`src/hw/rtl/pmfd_pkg.sv`:
```
// Shared types and constants for the power meter frame decoder.
package pmfd_pkg;

   localparam int FRAME_BYTES   = 24;
   localparam int WORD_COUNT    = 6;
   localparam int WORD_W        = 24;
   localparam int Q_W           = 32;
   localparam int FRAC_BITS_DEF = 16;
   localparam int QUEUE_DEPTH   = 2;

   localparam logic [7:0] SYNC_FIRST  = 8'h55;
   localparam logic [7:0] SYNC_SECOND = 8'h5A;

   localparam logic [4:0] LAST_SUM_IDX  = 5'(FRAME_BYTES - 3);
   localparam logic [2:0] WORD_CNT_CODE = 3'(WORD_COUNT);

   localparam logic [1:0] CSR_MIN_VOLTAGE    = 2'd0;
   localparam logic [1:0] CSR_POWER_MARGIN   = 2'd1;
   localparam logic [1:0] CSR_CURRENT_MARGIN = 2'd2;

   localparam logic [15:0] MIN_VOLTAGE_RST    = 16'd20;
   localparam logic [3:0]  POWER_MARGIN_RST   = 4'd2;
   localparam logic [5:0]  CURRENT_MARGIN_RST = 6'd10;

   typedef logic [WORD_COUNT-1:0][WORD_W-1:0] words_type;

   typedef struct packed {
      logic [15:0] min_voltage;
      logic [3:0]  power_margin;
      logic [5:0]  current_margin;
   } cfg_type;

   typedef struct packed {
      logic       push;
      logic       pop;
      logic [1:0] count;
   } queue_stat_type;

   typedef enum logic [1:0] {
      HUNT_FIRST,
      HUNT_SECOND,
      HUNT_COLLECT
   } hunt_type;

   typedef enum logic [2:0] {
      BK_IDLE,
      BK_START,
      BK_WAIT,
      BK_MUL,
      BK_CMP,
      BK_SEND
   } back_state_type;

endpackage

```
`src/hw/rtl/pmfd_front.sv`:
```
// Front end: sync hunt, byte collection, checksum and word assembly.
module pmfd_front
   import pmfd_pkg::*;
(
   input  logic       clock,
   input  logic       reset,
   input  logic       req_valid,
   output logic       req_ready,
   input  logic [7:0] req_rx_byte,
   input  logic       q_full,
   output logic       push,
   output words_type  push_words
);

   hunt_type   phase_ff, phase_in;
   logic [4:0] idx_ff, idx_in;
   logic [7:0] sum_ff, sum_in;
   logic [2:0] wsel_ff, wsel_in;
   logic [1:0] wsub_ff, wsub_in;
   words_type  words_ff;
   logic       accept;
   logic       shift_word;

   assign req_ready  = !q_full;
   assign accept     = req_valid && req_ready;
   assign push_words = words_ff;

   always_comb begin
      phase_in   = phase_ff;
      idx_in     = idx_ff;
      sum_in     = sum_ff;
      wsel_in    = wsel_ff;
      wsub_in    = wsub_ff;
      push       = 1'b0;
      shift_word = 1'b0;
      if (accept) begin
         case (phase_ff)
            HUNT_SECOND: begin
               phase_in = (req_rx_byte == SYNC_SECOND) ? HUNT_COLLECT : HUNT_FIRST;
               idx_in   = '0;
               sum_in   = '0;
               wsel_in  = '0;
               wsub_in  = '0;
            end
            HUNT_COLLECT: begin
               if (idx_ff < LAST_SUM_IDX) begin
                  sum_in = sum_ff + req_rx_byte;
                  idx_in = idx_ff + 5'd1;
                  if (wsel_ff < WORD_CNT_CODE) begin
                     shift_word = 1'b1;
                     if (wsub_ff == 2'd2) begin
                        wsub_in = '0;
                        wsel_in = wsel_ff + 3'd1;
                     end else begin
                        wsub_in = wsub_ff + 2'd1;
                     end
                  end
               end else begin
                  // Checksum byte: the frame goes on only if it matches.
                  phase_in = HUNT_FIRST;
                  idx_in   = '0;
                  sum_in   = '0;
                  push     = (req_rx_byte == sum_ff);
               end
            end
            default: begin
               phase_in = (req_rx_byte == SYNC_FIRST) ? HUNT_SECOND : HUNT_FIRST;
            end
         endcase
      end
   end

   always_ff @(posedge clock) begin
      if (reset) begin
         phase_ff <= HUNT_FIRST;
         idx_ff   <= '0;
         sum_ff   <= '0;
         wsel_ff  <= '0;
         wsub_ff  <= '0;
      end else begin
         phase_ff <= phase_in;
         idx_ff   <= idx_in;
         sum_ff   <= sum_in;
         wsel_ff  <= wsel_in;
         wsub_ff  <= wsub_in;
      end
   end

   always_ff @(posedge clock) begin
      if (shift_word) begin
         words_ff[wsel_ff] <= {words_ff[wsel_ff][WORD_W-9:0], req_rx_byte};
      end
   end

endmodule

```
`src/hw/rtl/pmfd_queue.sv`:
```
// Two-entry queue of assembled frames between front and back.
module pmfd_queue
   import pmfd_pkg::*;
(
   input  logic           clock,
   input  logic           reset,
   input  logic           push,
   input  words_type      push_words,
   output logic           full,
   input  logic           pop,
   output logic           head_valid,
   output words_type      head_words,
   output queue_stat_type stat
);

   words_type  mem_ff [QUEUE_DEPTH];
   logic       wr_ff, rd_ff;
   logic [1:0] count_ff;

   assign full       = (count_ff == 2'(QUEUE_DEPTH));
   assign head_valid = (count_ff != '0);
   assign head_words = mem_ff[rd_ff];
   assign stat       = '{push: push, pop: pop, count: count_ff};

   always_ff @(posedge clock) begin
      if (reset) begin
         wr_ff    <= 1'b0;
         rd_ff    <= 1'b0;
         count_ff <= '0;
      end else begin
         if (push) wr_ff <= !wr_ff;
         if (pop)  rd_ff <= !rd_ff;
         count_ff <= count_ff + 2'(push) - 2'(pop);
      end
   end

   always_ff @(posedge clock) begin
      if (push) mem_ff[wr_ff] <= push_words;
   end

endmodule

```
`src/hw/rtl/pmfd_divider.sv`:
```
// Restoring divider, one quotient bit per cycle, saturating fixed-point result.
module pmfd_divider
   import pmfd_pkg::*;
#(
   parameter int FRAC_BITS = FRAC_BITS_DEF
) (
   input  logic              clock,
   input  logic              reset,
   input  logic              start,
   input  logic [WORD_W-1:0] num,
   input  logic [WORD_W-1:0] den,
   output logic              done,
   output logic [Q_W-1:0]    quot
);

   localparam int NUM_W = WORD_W + FRAC_BITS;
   localparam int CNT_W = $clog2(NUM_W + 1);
   localparam int QX_W  = (NUM_W > Q_W) ? NUM_W : Q_W + 1;

   logic [WORD_W:0]   rem_ff;
   logic [NUM_W-1:0]  dq_ff;
   logic [CNT_W-1:0]  cnt_ff;
   logic              busy_ff, done_ff;
   logic [WORD_W:0]   trial;
   logic              fits;
   logic [QX_W-1:0]   qx;

   assign trial = {rem_ff[WORD_W-1:0], dq_ff[NUM_W-1]};
   assign fits  = (trial >= {1'b0, den});
   assign qx    = QX_W'(dq_ff);
   assign done  = done_ff;
   assign quot  = (qx[QX_W-1:Q_W] != '0) ? '1 : qx[Q_W-1:0];

   always_ff @(posedge clock) begin
      if (reset) begin
         busy_ff <= 1'b0;
         done_ff <= 1'b0;
         cnt_ff  <= '0;
      end else begin
         done_ff <= busy_ff && (cnt_ff == CNT_W'(1));
         if (start) begin
            busy_ff <= 1'b1;
            cnt_ff  <= CNT_W'(NUM_W);
         end else if (busy_ff) begin
            cnt_ff <= cnt_ff - CNT_W'(1);
            if (cnt_ff == CNT_W'(1)) busy_ff <= 1'b0;
         end
      end
   end

   always_ff @(posedge clock) begin
      if (start) begin
         rem_ff <= '0;
         dq_ff  <= {num, {FRAC_BITS{1'b0}}};
      end else if (busy_ff) begin
         rem_ff <= fits ? (trial - {1'b0, den}) : trial;
         dq_ff  <= {dq_ff[NUM_W-2:0], fits};
      end
   end

endmodule

```
`src/hw/rtl/pmfd_back.sv`:
```
// Back end: three divisions, plausibility check, last good values, result register.
module pmfd_back
   import pmfd_pkg::*;
#(
   parameter int FRAC_BITS = FRAC_BITS_DEF
) (
   input  logic           clock,
   input  logic           reset,
   input  cfg_type        cfg,
   input  logic           head_valid,
   input  words_type      head_words,
   output logic           pop,
   output logic           rsp_valid,
   input  logic           rsp_ready,
   output logic [Q_W-1:0] rsp_voltage_q,
   output logic [Q_W-1:0] rsp_current_q,
   output logic [Q_W-1:0] rsp_power_q,
   output logic           rsp_data_ok
);

   localparam int PS_W = Q_W + FRAC_BITS;

   back_state_type state_ff, state_in;
   words_type      words_ff;
   logic [1:0]     sel_ff, sel_in;
   logic [Q_W-1:0] v_ff, i_ff, p_ff;
   logic [Q_W-1:0] lg_v_ff, lg_i_ff, lg_p_ff;
   logic [Q_W-1:0] res_v_ff, res_i_ff, res_p_ff;
   logic           res_ok_ff;
   logic [63:0]    prod_ff;
   logic           div_start, div_done;
   logic [Q_W-1:0] div_quot;
   logic [WORD_W-1:0] div_num, div_den;
   logic           zero_den;
   logic [67:0]    pwr_rhs, pwr_lhs;
   logic [63:0]    cur_rhs;
   logic [47:0]    vmin;
   logic           bad;
   logic           out_free;
   logic           rsp_valid_ff;
   logic [Q_W-1:0] out_v_ff, out_i_ff, out_p_ff;
   logic           out_ok_ff;

   assign div_num  = words_ff[{sel_ff, 1'b0}];
   assign div_den  = words_ff[{sel_ff, 1'b1}];
   assign zero_den = (words_ff[1] == '0) || (words_ff[3] == '0) || (words_ff[5] == '0);

   pmfd_divider #(.FRAC_BITS(FRAC_BITS)) u_div (
      .clock (clock),
      .reset (reset),
      .start (div_start),
      .num   (div_num),
      .den   (div_den),
      .done  (div_done),
      .quot  (div_quot)
   );

   // Current times voltage serves both checks; the power side needs 68 bits.
   assign pwr_lhs = 68'({p_ff, {FRAC_BITS{1'b0}}});
   assign pwr_rhs = 68'(prod_ff) * 68'(cfg.power_margin);
   assign cur_rhs = 64'(PS_W'({p_ff, {FRAC_BITS{1'b0}}})) * 64'(cfg.current_margin);
   assign vmin    = 48'(cfg.min_voltage) << FRAC_BITS;
   assign bad     = zero_den || (pwr_lhs > pwr_rhs) || (prod_ff > cur_rhs)
                    || (48'(v_ff) < vmin);

   assign out_free = !rsp_valid_ff || rsp_ready;

   always_comb begin
      state_in  = state_ff;
      sel_in    = sel_ff;
      pop       = 1'b0;
      div_start = 1'b0;
      case (state_ff)
         BK_IDLE: begin
            if (head_valid) begin
               pop      = 1'b1;
               sel_in   = '0;
               state_in = BK_START;
            end
         end
         BK_START: begin
            div_start = 1'b1;
            state_in  = BK_WAIT;
         end
         BK_WAIT: begin
            if (div_done) begin
               if (sel_ff == 2'd2) begin
                  state_in = BK_MUL;
               end else begin
                  sel_in   = sel_ff + 2'd1;
                  state_in = BK_START;
               end
            end
         end
         BK_MUL:  state_in = BK_CMP;
         BK_CMP:  state_in = BK_SEND;
         BK_SEND: begin
            if (out_free) state_in = BK_IDLE;
         end
         default: state_in = BK_IDLE;
      endcase
   end

   always_ff @(posedge clock) begin
      if (reset) begin
         state_ff     <= BK_IDLE;
         sel_ff       <= '0;
         lg_v_ff      <= '0;
         lg_i_ff      <= '0;
         lg_p_ff      <= '0;
         rsp_valid_ff <= 1'b0;
      end else begin
         state_ff <= state_in;
         sel_ff   <= sel_in;
         if (state_ff == BK_CMP && !bad) begin
            lg_v_ff <= v_ff;
            lg_i_ff <= i_ff;
            lg_p_ff <= p_ff;
         end
         if (state_ff == BK_SEND && out_free) begin
            rsp_valid_ff <= 1'b1;
         end else if (rsp_ready) begin
            rsp_valid_ff <= 1'b0;
         end
      end
   end

   always_ff @(posedge clock) begin
      if (pop) words_ff <= head_words;
      if (state_ff == BK_WAIT && div_done) begin
         case (sel_ff)
            2'd0:    v_ff <= div_quot;
            2'd1:    i_ff <= div_quot;
            default: p_ff <= div_quot;
         endcase
      end
      if (state_ff == BK_MUL) prod_ff <= 64'(v_ff) * 64'(i_ff);
      if (state_ff == BK_CMP) begin
         res_v_ff  <= bad ? lg_v_ff : v_ff;
         res_i_ff  <= bad ? lg_i_ff : i_ff;
         res_p_ff  <= bad ? lg_p_ff : p_ff;
         res_ok_ff <= !bad;
      end
      if (state_ff == BK_SEND && out_free) begin
         out_v_ff  <= res_v_ff;
         out_i_ff  <= res_i_ff;
         out_p_ff  <= res_p_ff;
         out_ok_ff <= res_ok_ff;
      end
   end

   assign rsp_valid     = rsp_valid_ff;
   assign rsp_voltage_q = out_v_ff;
   assign rsp_current_q = out_i_ff;
   assign rsp_power_q   = out_p_ff;
   assign rsp_data_ok   = out_ok_ff;

endmodule

```
`src/hw/rtl/power_meter_frame_decoder.sv`:
```
// The back end runs the one shared bit-serial divider three times per frame.
// Throughput: one byte item per cycle while the frame queue is not full.
// A two-entry frame queue lets byte intake continue while the divider works.
// Synchronous active-high reset clears sync state, queue, last good values and result valid, and reloads the CSRs.
module power_meter_frame_decoder
   import pmfd_pkg::*;
#(
   parameter int FRAC_BITS = FRAC_BITS_DEF
) (
   input  logic           clock,
   input  logic           reset,
   input  logic           req_valid,
   output logic           req_ready,
   input  logic [7:0]     req_rx_byte,
   output logic           rsp_valid,
   input  logic           rsp_ready,
   output logic [Q_W-1:0] rsp_voltage_q,
   output logic [Q_W-1:0] rsp_current_q,
   output logic [Q_W-1:0] rsp_power_q,
   output logic           rsp_data_ok,
   input  logic           csr_we,
   input  logic [1:0]     csr_index,
   input  logic [15:0]    csr_wdata
);

   cfg_type        cfg_ff;
   logic           q_full, push, pop, head_valid;
   words_type      push_words, head_words;
   queue_stat_type q_stat;

   always_ff @(posedge clock) begin
      if (reset) begin
         cfg_ff.min_voltage    <= MIN_VOLTAGE_RST;
         cfg_ff.power_margin   <= POWER_MARGIN_RST;
         cfg_ff.current_margin <= CURRENT_MARGIN_RST;
      end else if (csr_we) begin
         case (csr_index)
            CSR_MIN_VOLTAGE:    cfg_ff.min_voltage    <= csr_wdata;
            CSR_POWER_MARGIN:   cfg_ff.power_margin   <= csr_wdata[3:0];
            CSR_CURRENT_MARGIN: cfg_ff.current_margin <= csr_wdata[5:0];
            default: ;
         endcase
      end
   end

   pmfd_front u_front (
      .clock       (clock),
      .reset       (reset),
      .req_valid   (req_valid),
      .req_ready   (req_ready),
      .req_rx_byte (req_rx_byte),
      .q_full      (q_full),
      .push        (push),
      .push_words  (push_words)
   );

   pmfd_queue u_queue (
      .clock      (clock),
      .reset      (reset),
      .push       (push),
      .push_words (push_words),
      .full       (q_full),
      .pop        (pop),
      .head_valid (head_valid),
      .head_words (head_words),
      .stat       (q_stat)
   );

   pmfd_back #(.FRAC_BITS(FRAC_BITS)) u_back (
      .clock         (clock),
      .reset         (reset),
      .cfg           (cfg_ff),
      .head_valid    (head_valid),
      .head_words    (head_words),
      .pop           (pop),
      .rsp_valid     (rsp_valid),
      .rsp_ready     (rsp_ready),
      .rsp_voltage_q (rsp_voltage_q),
      .rsp_current_q (rsp_current_q),
      .rsp_power_q   (rsp_power_q),
      .rsp_data_ok   (rsp_data_ok)
   );

`ifndef SYNTHESIS
   a_queue_bound: assert property (@(posedge clock) disable iff (reset)
      q_stat.count <= 2'(QUEUE_DEPTH))
      else $error("frame queue count out of range");

   a_no_overflow: assert property (@(posedge clock) disable iff (reset)
      q_stat.push && !q_stat.pop |-> q_stat.count != 2'(QUEUE_DEPTH))
      else $error("frame pushed into a full queue");

   a_no_underflow: assert property (@(posedge clock) disable iff (reset)
      q_stat.pop |-> q_stat.count != '0)
      else $error("frame popped from an empty queue");

   a_reset_idle: assert property (@(posedge clock)
      $past(reset) |-> !rsp_valid)
      else $error("result valid right after reset");
`endif

endmodule

```
`config.mk`:
```
export PLATFORM = sky130hd
export DESIGN_NAME = power_meter_frame_decoder
export DESIGN_NICKNAME = d
export VERILOG_FILES = /design/src/hw/rtl/pmfd_pkg.sv /design/src/hw/rtl/pmfd_front.sv /design/src/hw/rtl/pmfd_queue.sv /design/src/hw/rtl/pmfd_divider.sv /design/src/hw/rtl/pmfd_back.sv /design/src/hw/rtl/power_meter_frame_decoder.sv
export SDC_FILE = /design/constraint.sdc
export NUM_CORES = 2
export LEC_CHECK = 0
export BUFFER_PORTS_ARGS = -buffer_cell sky130_fd_sc_hd__buf_2
export CORE_MARGIN = 2
export CORE_UTILIZATION = 55
export CTS_CLUSTER_DIAMETER = 50
export DETAILED_ROUTE_END_ITERATION = 8
export GPL_TIMING_DRIVEN = 0
export PLACE_DENSITY = 0.69
export SYNTH_ARGS = -nofsm -noshare
export SYNTH_HDL_FRONTEND = slang
export SYNTH_SLANG_ARGS = --single-unit
export TNS_END_PERCENT = 20
```
`constraint.sdc`:
```
create_clock -name clock -period 20 [get_ports clock]
set_clock_uncertainty 0.2 [all_clocks]
set_input_delay 4 -clock clock [delete_from_list [all_inputs] [get_ports clock]]
set_output_delay 4 -clock clock [all_outputs]
set_load 0.01 [all_outputs]
```
Word level (Yosys, flattened, before mapping)
Memory sizes are Yosys's and may differ from the RTL's. A register that Yosys moved wholly into a read port is not among the register bits. Index checks and enable logic that the tools add are counted.

Memory bits (read-only): 0. Bits in latches: 0. Word-level logic and storage cells: 194. Memories kept: 1. Flip-flop bits (word level): 722. Memory bits (writable): 288. Output and inout port bits: 99.

$lt $le $gt $ge: 10. Bitwise logic cells: 1. Div/mod/pow operators: 0. $mul: 3. Shift-type cells: 0. Reductions and logical operators: 43. Add/sub/neg operators: 9. Equal/unequal tests: 25. Multiplexer cells: 60.

Memories: u_queue.mem_ff (depth 2, bits a word 144, rd ports 1, clocked after Yosys merged registers in 1, write ports 1, line pmfd_queue.sv:16) `words_type mem_ff [QUEUE_DEPTH];`.

Operator list (count): $bwmux 144 (1); $mux 32 (4); $bmux 24 s2 (2); $mux 24 (4); $mux 40 (2); $bmux 24 s3 (1); $demux 24 s3 (1); $logic_not 24->1 (3); $gt 48x68->1 (1); $mul 64x4->68 (1); $gt 64x54->1 (1); $mul 32x32->64 (1); $mul 32x6->38 (1); $lt 32x32->1 (1); $ge 25x24->1 (1); $sub 24x24->24 (1); $mux 1 (18); $mux 2 (9); $mux 3 (6); $pmux 3 s6 (1); $eq 8x7->1 const B (2); $mux 16 (1); $pmux 8 s2 (1); $reduce_and 2->1 (8); other kinds (38) (79).

Longest topological paths before layout
Depth in word-level cells: 8. Depth in mapped cells: 36. Depth with buffers taken out: 32.

Hierarchy
From an unflattened synthesis, not the netlist that was laid out.

Cells, all modules: 8573. Area, all modules: 94079.0 um^2.

By module, submodules not included: pmfd_back (times used 1, area each 71280.9 um^2, cells an instance 7112); pmfd_queue (times used 1, area each 10859.2 um^2, cells an instance 471); pmfd_front (times used 1, area each 6276.0 um^2, cells an instance 391); pmfd_divider (times used 1, area each 4519.3 um^2, cells an instance 489); power_meter_frame_decoder (times used 1, area each 1143.6 um^2, cells an instance 110).

Worst setup path before layout
No wires, ideal clock.

Kind: register to register. Start: register u_back.state_ff[1]. End: register u_queue.count_ff[1]. Path buffers: 1. Setup slack: 2.984 ns. Arrival: 16.688 ns. Required time: 19.672 ns. Setup time: 0.128 ns. Period minus slack after synthesis: 17.016 ns. Stages on the path, launching flop included: 9. Path through: dfxtp_1 clkbuf_1 nor4_1 ha_1 inv_1 ha_1 xor2_1 xnor2_1 nor2_1.

Cells in the longest elaborated chain, start to end: 3.

Ends and longest elaborated chain: from (decl) (line pmfd_back.sv:23) `back_state_type state_ff, state_in;`; from (signal assigned) (line pmfd_back.sv:113) `state_ff <= state_in;`; $logic_not 3->1 (line pmfd_back.sv:73) `case (state_ff)`; $mux 1 (line pmfd_back.sv:73); net pop (line power_meter_frame_decoder.sv:27) `logic q_full, push, pop, head_valid;`; $sub 2x1->2 (line pmfd_queue.sv:33) `count_ff <= count_ff + 2'(push) - 2'(pop);`; to (signal assigned) (line pmfd_queue.sv:33); to (decl) (line pmfd_queue.sv:18) `logic [1:0] count_ff;`.

The timed path passes the listed nets, and every way through them passes these cells. A chain may end at the register's enable or synchronous reset.

Worst setup path in the final report
Start: register u_back.i_ff[23]. End: register u_back.prod_ff[62], data pin.

Cells in the longest elaborated chain, start to end: 1.

Ends and longest elaborated chain: from (decl) (line pmfd_back.sv:26) `logic [Q_W-1:0] v_ff, i_ff, p_ff;`; from (signal assigned) (line pmfd_back.sv:133) `2'd1: i_ff <= div_quot;`; $mul 32x32->64 (line pmfd_back.sv:137) `if (state_ff == BK_MUL) prod_ff <= 64'(v_ff) * 64'(i_ff);`; to (signal assigned) (line pmfd_back.sv:137); to (decl) (line pmfd_back.sv:30) `logic [63:0] prod_ff;`.

No other way between the ends.

==> results.txt <==
----------------------------------------------------
[Detailed routing]
  Post-route DRC violation count ... 0
  Total length of routed wires ... 307000 um
  Via total after detailed routing ... 66.4k
  Average wire per standard cell ... 27.4 um
  Pre-Repair DR Iteration Count ... 8
  Number of design-rule violations left by the first detailed-router iteration ... 6820
  Number of nets with antenna violations after detailed routing ... 0
  Post-detailed-route via-to-cell ratio ... 5.93

[Layout]
  Most frequent cells in the layout ... 1272 x sky130_fd_sc_hd__inv_1, 1143 x sky130_fd_sc_hd__fa_1, 954 x sky130_fd_sc_hd__edfxtp_1
  Total area of multi-input combinational cells ... 54300 sq um
  Final instance area ... 102000 sq um
  Storage cell area ... 32700 sq um
  Final layout net count ... 10.5k
  Ratio of cells with drive above 1 in the final layout ... 7.81%
  Synth-to-Final Area Change ... 8.87%
  Most common library cell in the layout ignoring fill and taps ... sky130_fd_sc_hd__inv_1
  Layout fillers ... 13.9k

[GRT]
  Global Route met1 Usage ... 47.1%
  Number of global-route vias before repair ... 67.8k
  GR met3 Demand/Resource ... 8.25%
  Most heavily used metal layer in global routing ... met2
  Met2 Usage GRT ... 56.2%
  Global-route wire length before repair ... 448000 um
  Pin count of the biggest net entering global routing ... 62
  Overflow left after global routing ... 0
  Number of antenna violations at the first check in global routing ... 29
  GRT Overall Usage ... 35.7%

[Pwr]
  P_int ... 4.29 mW
  Power, Total ... 5.94 mW
  Psw ... 1.65 mW
  Sequential Power Share ... 43.6%
  Power per cell area ... 58.4 nW/um^2
  Worst VDD drop ... 97.7 uV
  Proportion of power drawn by combinational gates ... 18.4%
  Leakage power figure ... 44.1 nW
  Switching Fraction ... 27.8%
  Clock share of power ... 38.0%

[Timing]
  Headroom to the max-slew limit ... 5.95%
  RSZ-0062 raised after global routing ... false
  Final Max Tran Viols ... 0
  Number of failing setup endpoints in the final timing report ... 0
  Fmax ... 89.5 MHz
  Slew of the pin with the lowest slew margin ... 1400 ps
  Ratio of final minimum period to clock period ... 55.9%
  Minimum clock period ... 11170 ps
  Number of hold violations in the final report ... 0
  Minimum hold slack ... 193 ps

[Worst setup path]
  Critical path launch point ... u_back.i_ff[23]
  Worst Path Class, Setup ... flop to flop
  Worst path slowest cell ... sky130_fd_sc_hd__clkbuf_1
  Max stage delay on crit path ... 890 ps
  Reg-to-reg setup timing slack ... 8830 ps
  Crit. path cell count ... 27
  Data arrival time at the worst-slack endpoint ... 11500 ps
  Reg-to-reg startpoint ... u_back.i_ff[23]
  Endpoint of the worst-slack reg-to-reg timing path ... u_back.prod_ff[62]
  Type of element launching the critical path ... flop
  Crit path required time ... 20330 ps
  Kind of end point of the critical path ... flop
  Termination of the worst setup path ... u_back.prod_ff[62]
  Cell depth of the worst flop-to-flop path ... 27
  Most frequent CP cell ... sky130_fd_sc_hd__fa_1
  Maximum fanout encountered on the critical timing path ... 10
  Buffering stage count on the worst path with inverters included ... 5
  Top Family by Delay on Critical Path ... adder cells

[Clock network]
  Resized Gates After CTS ... 0
  Clock tree from TritonCTS ... done
  Number of sinks handled by clock tree synthesis ... 1154
  Clock-pin slew on the worst setup and hold paths ... 60 ps
  # hold bufs at CTS ... 0
  Number of H-tree branching levels ... 3
  TritonCTS Buffers ... 121
  Max clock buf depth ... 3
  Buffer cell driving the clock tree root ... sky130_fd_sc_hd__clkbuf_16
  Clock Latency Late Sink ... 840 ps
  Post-CTS Setup Bufs ... 0

[Synthesis]
  Syn_nets ... 10.2k
  Number of synthesized register bits ... 1154
  Proportion of synthesized flip-flops having asynchronous set or reset ... 0%
  Cell type contributing the most total cell area after synthesis ... sky130_fd_sc_hd__edfxtp_1
  Mean Syn Cell Area ... 10.9 sq um
  Number of flops mapped to enable cells by yosys ... 954
  Seq/Total Area, Yosys ... 35.0%
  Post-synthesis cell area ... 93400 sq um
  Synth cell types ... 92
  Post-synthesis cell count ... 8561
  Top_reg_cell synth ... sky130_fd_sc_hd__edfxtp_1
  Cells taking the most area after synthesis ... sky130_fd_sc_hd__edfxtp_1 31%, sky130_fd_sc_hd__fa_1 25%, sky130_fd_sc_hd__ha_1 6.8%
  YS warnings ... 0
  Area share of the leading cell type in the synthesized netlist ... 30.7%

[Run status]
  Outcome ... finished, final reports clean

[Placed design]
  Number of port buffers ... 128
  HPWL after detailed placement ... 242000 um
  Instance area at placement ... 97500 sq um
  Final estimated routing congestion in global placement ... 1.04

[Floorplan]
  Die outline area ... 173000 sq um
  Width of the chip ... 416 um
  Row count ... 151
  Die span in y ... 416 um
  Initial Utilization ... 55.2%
  I/O pin total ... 130
  Placeable core region ... 169000 sq um

[Worst hold path]
  Hold Crit Class ... flop to flop

[Job]
  Maximum capacitance violations ... 0

----------------------------------------------------
[flip-flops by register name, indices dropped and copies added, names as in the netlist, 40 cells and up]
| signal | cells |
|---|---|
| u_back.prod_ff | 64 |
| u_back.words_ff | 144 |
| u_back.u_div.dq_ff | 40 |
| u_queue.mem_ff | 288 |
| u_front.push_words | 144 |
[power groups by stage]
| stage | logic, mW | clock network (mW) | registers [mW] |
|---|---|---|---|
| final | 1.09 | 2.26 | 2.59 |
| after CTS | 1.08 | 2.28 | 2.59 |
| after floorplan | 0.803 | 0 | 2.63 |
| after global placement | 1.03 | 0 | 2.64 |
| after detailed placement | 1.07 | 0 | 2.64 |
| after global routing | 1.23 | 2.37 | 2.59 |
[worst register-to-register path, stage by stage, from the launching register on]
cell and delay (ps):
sky130_fd_sc_hd__edfxtp_1 330, sky130_fd_sc_hd__clkbuf_1 820, sky130_fd_sc_hd__clkbuf_1 900, sky130_fd_sc_hd__nand2_1 200, sky130_fd_sc_hd__fa_1 590, sky130_fd_sc_hd__inv_1 60
sky130_fd_sc_hd__fa_1 500, sky130_fd_sc_hd__inv_1 50, sky130_fd_sc_hd__fa_1 540, sky130_fd_sc_hd__inv_1 50, sky130_fd_sc_hd__fa_1 520, sky130_fd_sc_hd__fa_1 450
sky130_fd_sc_hd__fa_1 680, sky130_fd_sc_hd__fa_1 500, sky130_fd_sc_hd__fa_1 400, sky130_fd_sc_hd__ha_1 410, sky130_fd_sc_hd__a21oi_1 160, sky130_fd_sc_hd__o21ai_0 140
sky130_fd_sc_hd__o221ai_1 460, sky130_fd_sc_hd__o21ai_0 220, sky130_fd_sc_hd__and2_1 250, sky130_fd_sc_hd__a211oi_1 310, sky130_fd_sc_hd__o31ai_1 130, sky130_fd_sc_hd__o31ai_1 850
sky130_fd_sc_hd__o21ai_1 370, sky130_fd_sc_hd__o311a_1 450, sky130_fd_sc_hd__a211oi_1 290, sky130_fd_sc_hd__xnor2_1 140
[cell usage after synthesis (10+ instances only)]
cell type                  instances
sky130_fd_sc_hd__a21o_1          110
sky130_fd_sc_hd__a21oi_1         268
sky130_fd_sc_hd__or3_1            12
sky130_fd_sc_hd__or2_2            42
sky130_fd_sc_hd__nor2b_1          38
sky130_fd_sc_hd__o21bai_1         31
sky130_fd_sc_hd__o21ai_0         168
sky130_fd_sc_hd__buf_4            10
sky130_fd_sc_hd__xor2_1           54
sky130_fd_sc_hd__edfxtp_1        954
sky130_fd_sc_hd__o31ai_1          15
sky130_fd_sc_hd__inv_1          1272
sky130_fd_sc_hd__buf_2            19
sky130_fd_sc_hd__nand2_1         919
sky130_fd_sc_hd__and2_1          756
sky130_fd_sc_hd__a211o_1          13
sky130_fd_sc_hd__o21ai_1          10
sky130_fd_sc_hd__ha_1            508
sky130_fd_sc_hd__nor3b_1          10
sky130_fd_sc_hd__a211oi_1         24
sky130_fd_sc_hd__mux2_1           26
sky130_fd_sc_hd__xnor2_1         109
sky130_fd_sc_hd__nand2b_1        226
sky130_fd_sc_hd__nor3_1           41
sky130_fd_sc_hd__a22oi_1          60
sky130_fd_sc_hd__fa_1           1143
sky130_fd_sc_hd__nand3_1          93
sky130_fd_sc_hd__mux2i_1         189
sky130_fd_sc_hd__mux2_2          219
sky130_fd_sc_hd__dfxtp_1         200
sky130_fd_sc_hd__o211ai_1         13
sky130_fd_sc_hd__and3_1           16
sky130_fd_sc_hd__a31oi_1          45
sky130_fd_sc_hd__nor4_1           45
sky130_fd_sc_hd__o22ai_1          12
sky130_fd_sc_hd__buf_1            11
sky130_fd_sc_hd__nand4_1          62
sky130_fd_sc_hd__clkbuf_1        365
sky130_fd_sc_hd__and4_1           13
sky130_fd_sc_hd__nor2_1          254
sky130_fd_sc_hd__o21a_1           36
[worst min path at each step]
stage | from | to | slack, ps | cells past startpoint
2_1_floorplan | u_back.res_i_ff[0] | u_back.rsp_current_q[0] | 200 | 0
3_3_place_gp | u_back.res_v_ff[5] | u_back.rsp_voltage_q[5] | 200 | 0
3_5_place_dp | u_back.res_i_ff[17] | u_back.rsp_current_q[17] | 200 | 0
4_1_cts | u_back.res_p_ff[29] | u_back.rsp_power_q[29] | 190 | 0
5_1_grt | u_back.res_p_ff[29] | u_back.rsp_power_q[29] | 200 | 0
6_report | u_back.res_p_ff[29] | u_back.rsp_power_q[29] | 190 | 0
[cell type report]
class	count	area share, %
antenna	16	0.0394
buffer	416	1.70
clock buffer	155	3.17
clock inverter	72	0.825
inverter	1272	4.70
multi-input combinational	5719	53.5
sequential	1154	32.1
tap	2218	2.73
timing repair buffer	173	1.25
[logic make-up after synthesis]
group	after synthesis	synth area share [%]
buffers and inverters	1688	6.96
adder cells (fa/ha/maj)	1651	31.3
flip-flops	1154	35.0
AND/OR/NAND/NOR	2571	14.1
multiplexers	434	4.98
XOR/XNOR	163	1.53
AO/OA/AOI/OAI	900	6.18
[through the flow]
step	TNS [ps]	cells	worst slack, ps	util (%)
2_1_floorplan	0	8561	2980	-
3_3_place_gp	-487460	10907	-5130	57.2
3_5_place_dp	0	10952	8730	57.7
4_1_cts	0	11179	8690	60.1
5_1_grt	0	11180	8500	60.1
6_report	0	11195	8830	60.1
[routing by layer]
layer	wire, um	up-vias	share of wire, %
met5	97	-	0.032
met2	140000	3228	46
li1	-	28526	-
met4	17100	14	5.6
met3	29400	727	9.6
met1	120000	33868	39
(Power assumes the default switching activity.)
